File: config.mk
export PLATFORM = sky130hd
export DESIGN_NAME = sise_cell
export DESIGN_NICKNAME = d
export VERILOG_FILES = /design/src/sv/sise_pkg.sv /design/src/sv/sise_cell.sv
export SDC_FILE = /design/constraint.sdc
export NUM_CORES = 1
export LEC_CHECK = 0
export BUFFER_PORTS_ARGS = -buffer_cell sky130_fd_sc_hd__buf_2
export CORE_UTILIZATION = 46
export DETAILED_ROUTE_END_ITERATION = 8
export HOLD_SLACK_MARGIN = 0.1
export MAX_ROUTING_LAYER = met4
export PLACE_DENSITY = 0.87
export SLEW_MARGIN = 20
export SYNTH_ARGS = -nofsm -noshare
export SYNTH_HDL_FRONTEND = slang
export SYNTH_SLANG_ARGS = --single-unit
File: constraint.sdc
create_clock -name clk_i -period 5.05 [get_ports clk_i]
set_clock_uncertainty 0.1 [all_clocks]
set_input_delay 1.01 -clock clk_i [delete_from_list [all_inputs] [get_ports clk_i]]
set_output_delay 1.01 -clock clk_i [all_outputs]
set_load 0.02 [all_outputs]
File: src/sv/sise_pkg.sv
// shared types, codes and defaults for the sorted id set engine
`default_nettype none

package sise_pkg;

  // default sizing
  localparam int unsigned CAPACITY_DEF = 64;
  localparam int unsigned ID_BITS_DEF  = 32;

  // fixed port widths
  localparam int unsigned FUNC_W   = 3;
  localparam int unsigned IDENT_W  = 32;
  localparam int unsigned STATUS_W = 2;
  localparam int unsigned COUNT_W  = 7;

  // operation codes
  localparam logic [FUNC_W-1:0] FN_INSERT = 3'd0;
  localparam logic [FUNC_W-1:0] FN_REMOVE = 3'd1;
  localparam logic [FUNC_W-1:0] FN_LOOKUP = 3'd2;
  localparam logic [FUNC_W-1:0] FN_COMMON = 3'd3;
  localparam logic [FUNC_W-1:0] FN_CLEAR  = 3'd4;

  // status codes
  localparam logic [STATUS_W-1:0] STS_DONE = 2'd0;
  localparam logic [STATUS_W-1:0] STS_MISS = 2'd1;
  localparam logic [STATUS_W-1:0] STS_FULL = 2'd2;

  // per-cycle control broadcast to every cell
  typedef struct packed {
    logic cmp_en;  // capture compare flags against the new key
    logic ins;     // open a slot at the lower bound and write the key
    logic rem;     // close the slot at the lower bound
  } ctl_t;

endpackage

`default_nettype wire

File: src/sv/sise_cell.sv
// one cell of the sorted array: holds one id and shifts with its neighbors
`default_nettype none

module sise_cell #(
  parameter int unsigned ID_BITS = sise_pkg::ID_BITS_DEF
) (
  input  wire logic               clk_i,
  input  wire sise_pkg::ctl_t     ctl_i,
  input  wire logic               valid_i,
  input  wire logic [ID_BITS-1:0] cmp_key_i,
  input  wire logic [ID_BITS-1:0] ins_key_i,
  input  wire logic [ID_BITS-1:0] left_data_i,
  input  wire logic               left_lt_i,
  input  wire logic [ID_BITS-1:0] right_data_i,
  output logic      [ID_BITS-1:0] data_o,
  output logic                    lt_o,
  output logic                    eq_o
);
  import sise_pkg::*;

  logic [ID_BITS-1:0] data_q, data_d;
  logic               lt_q, lt_d;
  logic               eq_q, eq_d;

  // compare flags, captured when a transaction is accepted
  always_comb begin
    lt_d = lt_q;
    eq_d = eq_q;
    if (ctl_i.cmp_en) begin
      lt_d = valid_i && (data_q < cmp_key_i);
      eq_d = valid_i && (data_q == cmp_key_i);
    end
  end

  // cells below the lower bound keep their id, the rest shift on an insert or a remove
  always_comb begin
    data_d = data_q;
    if (ctl_i.ins && !lt_q) begin
      data_d = left_lt_i ? ins_key_i : left_data_i;
    end else if (ctl_i.rem && !lt_q) begin
      data_d = right_data_i;
    end
  end

  always_ff @(posedge clk_i) begin
    data_q <= data_d;
    lt_q   <= lt_d;
    eq_q   <= eq_d;
  end

  assign data_o = data_q;
  assign lt_o   = lt_q;
  assign eq_o   = eq_q;

endmodule

`default_nettype wire
==> results.md <==
- Hold_ws: around 0.75 ns
- Worst R2R Path Depth: 6
- Post-synth cell types: 27
- Worst Path Arrival: approximately 2.3 ns
- Syn Inst Count: about 260
- Drt first pass iters: 4
- PnR worst setup slack: between 2 and 3 ns
- Crit-path max FO: 2
- Unrepaired setup endpoints after global routing: no
- Die Area: ~6000 µm²
- Vias in the first global route: 2,465
- Crit path max-delay family: simple AND/OR/NAND/NOR gates
- Starting Density: around half
- Crit path launch: cmp_key_i[14]
- Core area: around 5200 µm²
- Fillcell total: around 420
- Antenna diodes: 0
- Number of CTS-inserted buffers: 5
- Syn Std Cell Area: around 2500 µm²
- Finished Layout Cells: a little under 500
- CP max stage cell: nor4_2
- Vias post-DR: 2,432
- I/O Pins: ~170
- Flop-to-flop setup slack: 3.09 ns
- Worst stage delay on the critical path: between 0.3 and 0.4 ns
- Row cnt: 26
- Setup CP Type: in -> reg
- Setup TNS: 0 ns
- Cells resized by post-CTS repair: 0
- Worst Setup Start Kind: input pin
- Clock transition at the registers of the reported paths: approximately 0.070 ns
- Final setup fails: 0
- HP Class: reg -> reg
- Antenna-violating nets left: 0
- IO Port Bufs: ~170
- Max Cap Violations: 0
- Logic gate share of total power: between 30% and 40%
- Area grow syn2layout: 37.6%
- Reg-to-reg critical path endpoint: lt_o
- Final slew viol count: 0
- Setup repair bufs after CTS: 0
- CTS tree: done
- CP Capture Type: flop
- Global-route wire length before repair: roughly 10,000 µm
- Layout cells sized above 1: a little over two fifths
- Peak supply drop: approximately 0.14 mV
- Detailed Route WL: ~6400 µm
- Pwr Total: about 0.8 mW
- Hold depth: 1
- Switching share of power: 31.5%
- Worst-Margin Slew: 0.974 ns
- Worst R2R Start: data_o[15]
- HPWL Detailed: roughly 5200 µm
- Clk root buf: clkbuf_8
- Avg Cell Area, Syn: 9.82 µm²
- Final hold violations: 0
- Leakage: about 1.9 nW
- Final Critical Period: about 2.4 ns
- Clock Latency Late Sink: ~0.28 ns
- Crit path cell chain: buf_2, inv_1, ha_1, nand4_2, nor4_2, o21ai_1, o211ai_2, a211oi_2
- Overall Global Routing Usage: between 20% and 30%
- Post-route cell area: about 3500 µm²
- Clock power share: ~23%
- Dpl cell area: between 3000 and 4000 µm²
- Pre-CTS setup slack: ~2.4 ns
- Fin crit share: 47.3%
- Die height: approximately 76 µm
- Initial antenna violation count: 0
- Most common cell after layout, fill and taps aside: buf_2
- End of the critical path: lt_o
- TritonCTS Sinks: 34
- Switch Pwr: 0.257 mW
- #FFs+latches synth: 34
- Buf+Inv Stages, Crit Path: 2
- DRT iter0 DRCs: 50
- Cell Int Power: ~0.56 mW
- Largest net degree at the start of global routing: 65
- Chip Width: 76.4 µm
- Worst slew margin: 35.1%
- Routed len/inst: 13.0 µm
- Sequential power share: 44.6%
- GRT overflow: 0
- GPL Wtd Cong: around 0.76
- NumNets Final: between 500 and 600
- Final core occ: between 60% and 70%
- Fmax: ~420 MHz
- Placed cell count: just under 500
- Pwr/cell area: ~230 nW/µm²
- Sequential fraction of the synthesis area: between 40% and 50%
- Drt drc: 0
- Crit path depth: 8
- Syn_nets: between 400 and 500
- Status: completed
- Critical Path RT: ~5.0 ns
- Commonest cells after routing, fill and taps aside: buf_2, nand2_1, o21ai_1, edfxtp_1, inv_1
- CTS H-tree depth: 2
- Via density: ~4.9
- Ys Warns: 0
- Hold-fix buffers, CTS: 0
- Clk buf depth: 2
## sequential cells by signal, indices dropped and copies added, names as in the netlist
name    flops
eq_o        1
lt_o        1
data_o     32
## layout make-up
class                   count  area (µm²)  share of cell area [%]
flip-flops and latches     34        1020                    29.2
well taps                  70        87.6                    2.50
multi-input cells         181        1350                    38.6
clock inverters             2        8.76                   0.250
inverters                  33         124                    3.54
clock buffers               6        72.6                    2.07
repair buffers            167         836                    23.9
## cells by family (layout without fill, tap and decap cells)
family / count (synthesis) / after routing / synth area share (%)
compound gates: 57 / 57 / 12.8
fa+ha+maj: 32 / 32 / 15.7
mux: 32 / 32 / 12.6
simple gates: 60 / 60 / 11.4
buf+inv: 44 / 208 / 7.33
flops: 34 / 34 / 40.1
## cell usage after synthesis
cell type / n / area [µm²]
a211oi_1: 1 / 7.51
a211oi_2: 1 / 12.5
a21o_1: 3 / 22.5
a21oi_1: 12 / 60.1
a2bb2oi_1: 1 / 8.76
buf_2: 8 / 40.0
buf_4: 3 / 22.5
edfxtp_1: 34 / 1020
ha_1: 32 / 400
inv_1: 33 / 124
mux2i_1: 32 / 320
nand2_1: 40 / 150
nand2b_1: 2 / 12.5
nand3_1: 1 / 5.00
nand4_1: 4 / 25.0
nand4_2: 2 / 25.0
nand4b_1: 1 / 8.76
nor2_1: 4 / 15.0
nor2b_1: 1 / 6.26
nor3_1: 1 / 5.00
nor4_1: 2 / 12.5
nor4_2: 2 / 25.0
o211ai_2: 1 / 12.5
o21a_1: 2 / 15.0
o21ai_0: 1 / 5.00
o21ai_1: 34 / 170
o221a_2: 1 / 11.3
## worst min-delay path by stage
stage	startpoint	endpoint	slack [ns]
3_3_place_gp	lt_o	data_o[3]	0.72
6_report	lt_o	data_o[2]	0.75
5_1_grt	lt_o	data_o[7]	0.80
2_1_floorplan	data_o[31]	lt_o	0.82
3_5_place_dp	data_o[31]	lt_o	0.72
4_1_cts	data_o[31]	lt_o	0.75
## per-layer routing
metal | GRT usage (%) | share of wire, % | up-vias
met2 | 43.2 | 53 | 97
met3 | 3.59 | 5.2 | 8
met4 | 7.69 | 1.3 | 0
met5 | - | 0 | -
met1 | 24.1 | 41 | 1078
li1 | - | - | 1249
## power by group through the flow
stage                     Clock (mW)  Sequential (mW)  Combinational, mW
after global placement             0            0.368              0.255
after global routing           0.206            0.367              0.292
after detailed placement           0            0.370              0.265
after CTS                      0.194            0.364              0.265
after floorplan                    0            0.402              0.126
final                          0.190            0.364              0.263
Power figures use the tool's default switching activity.
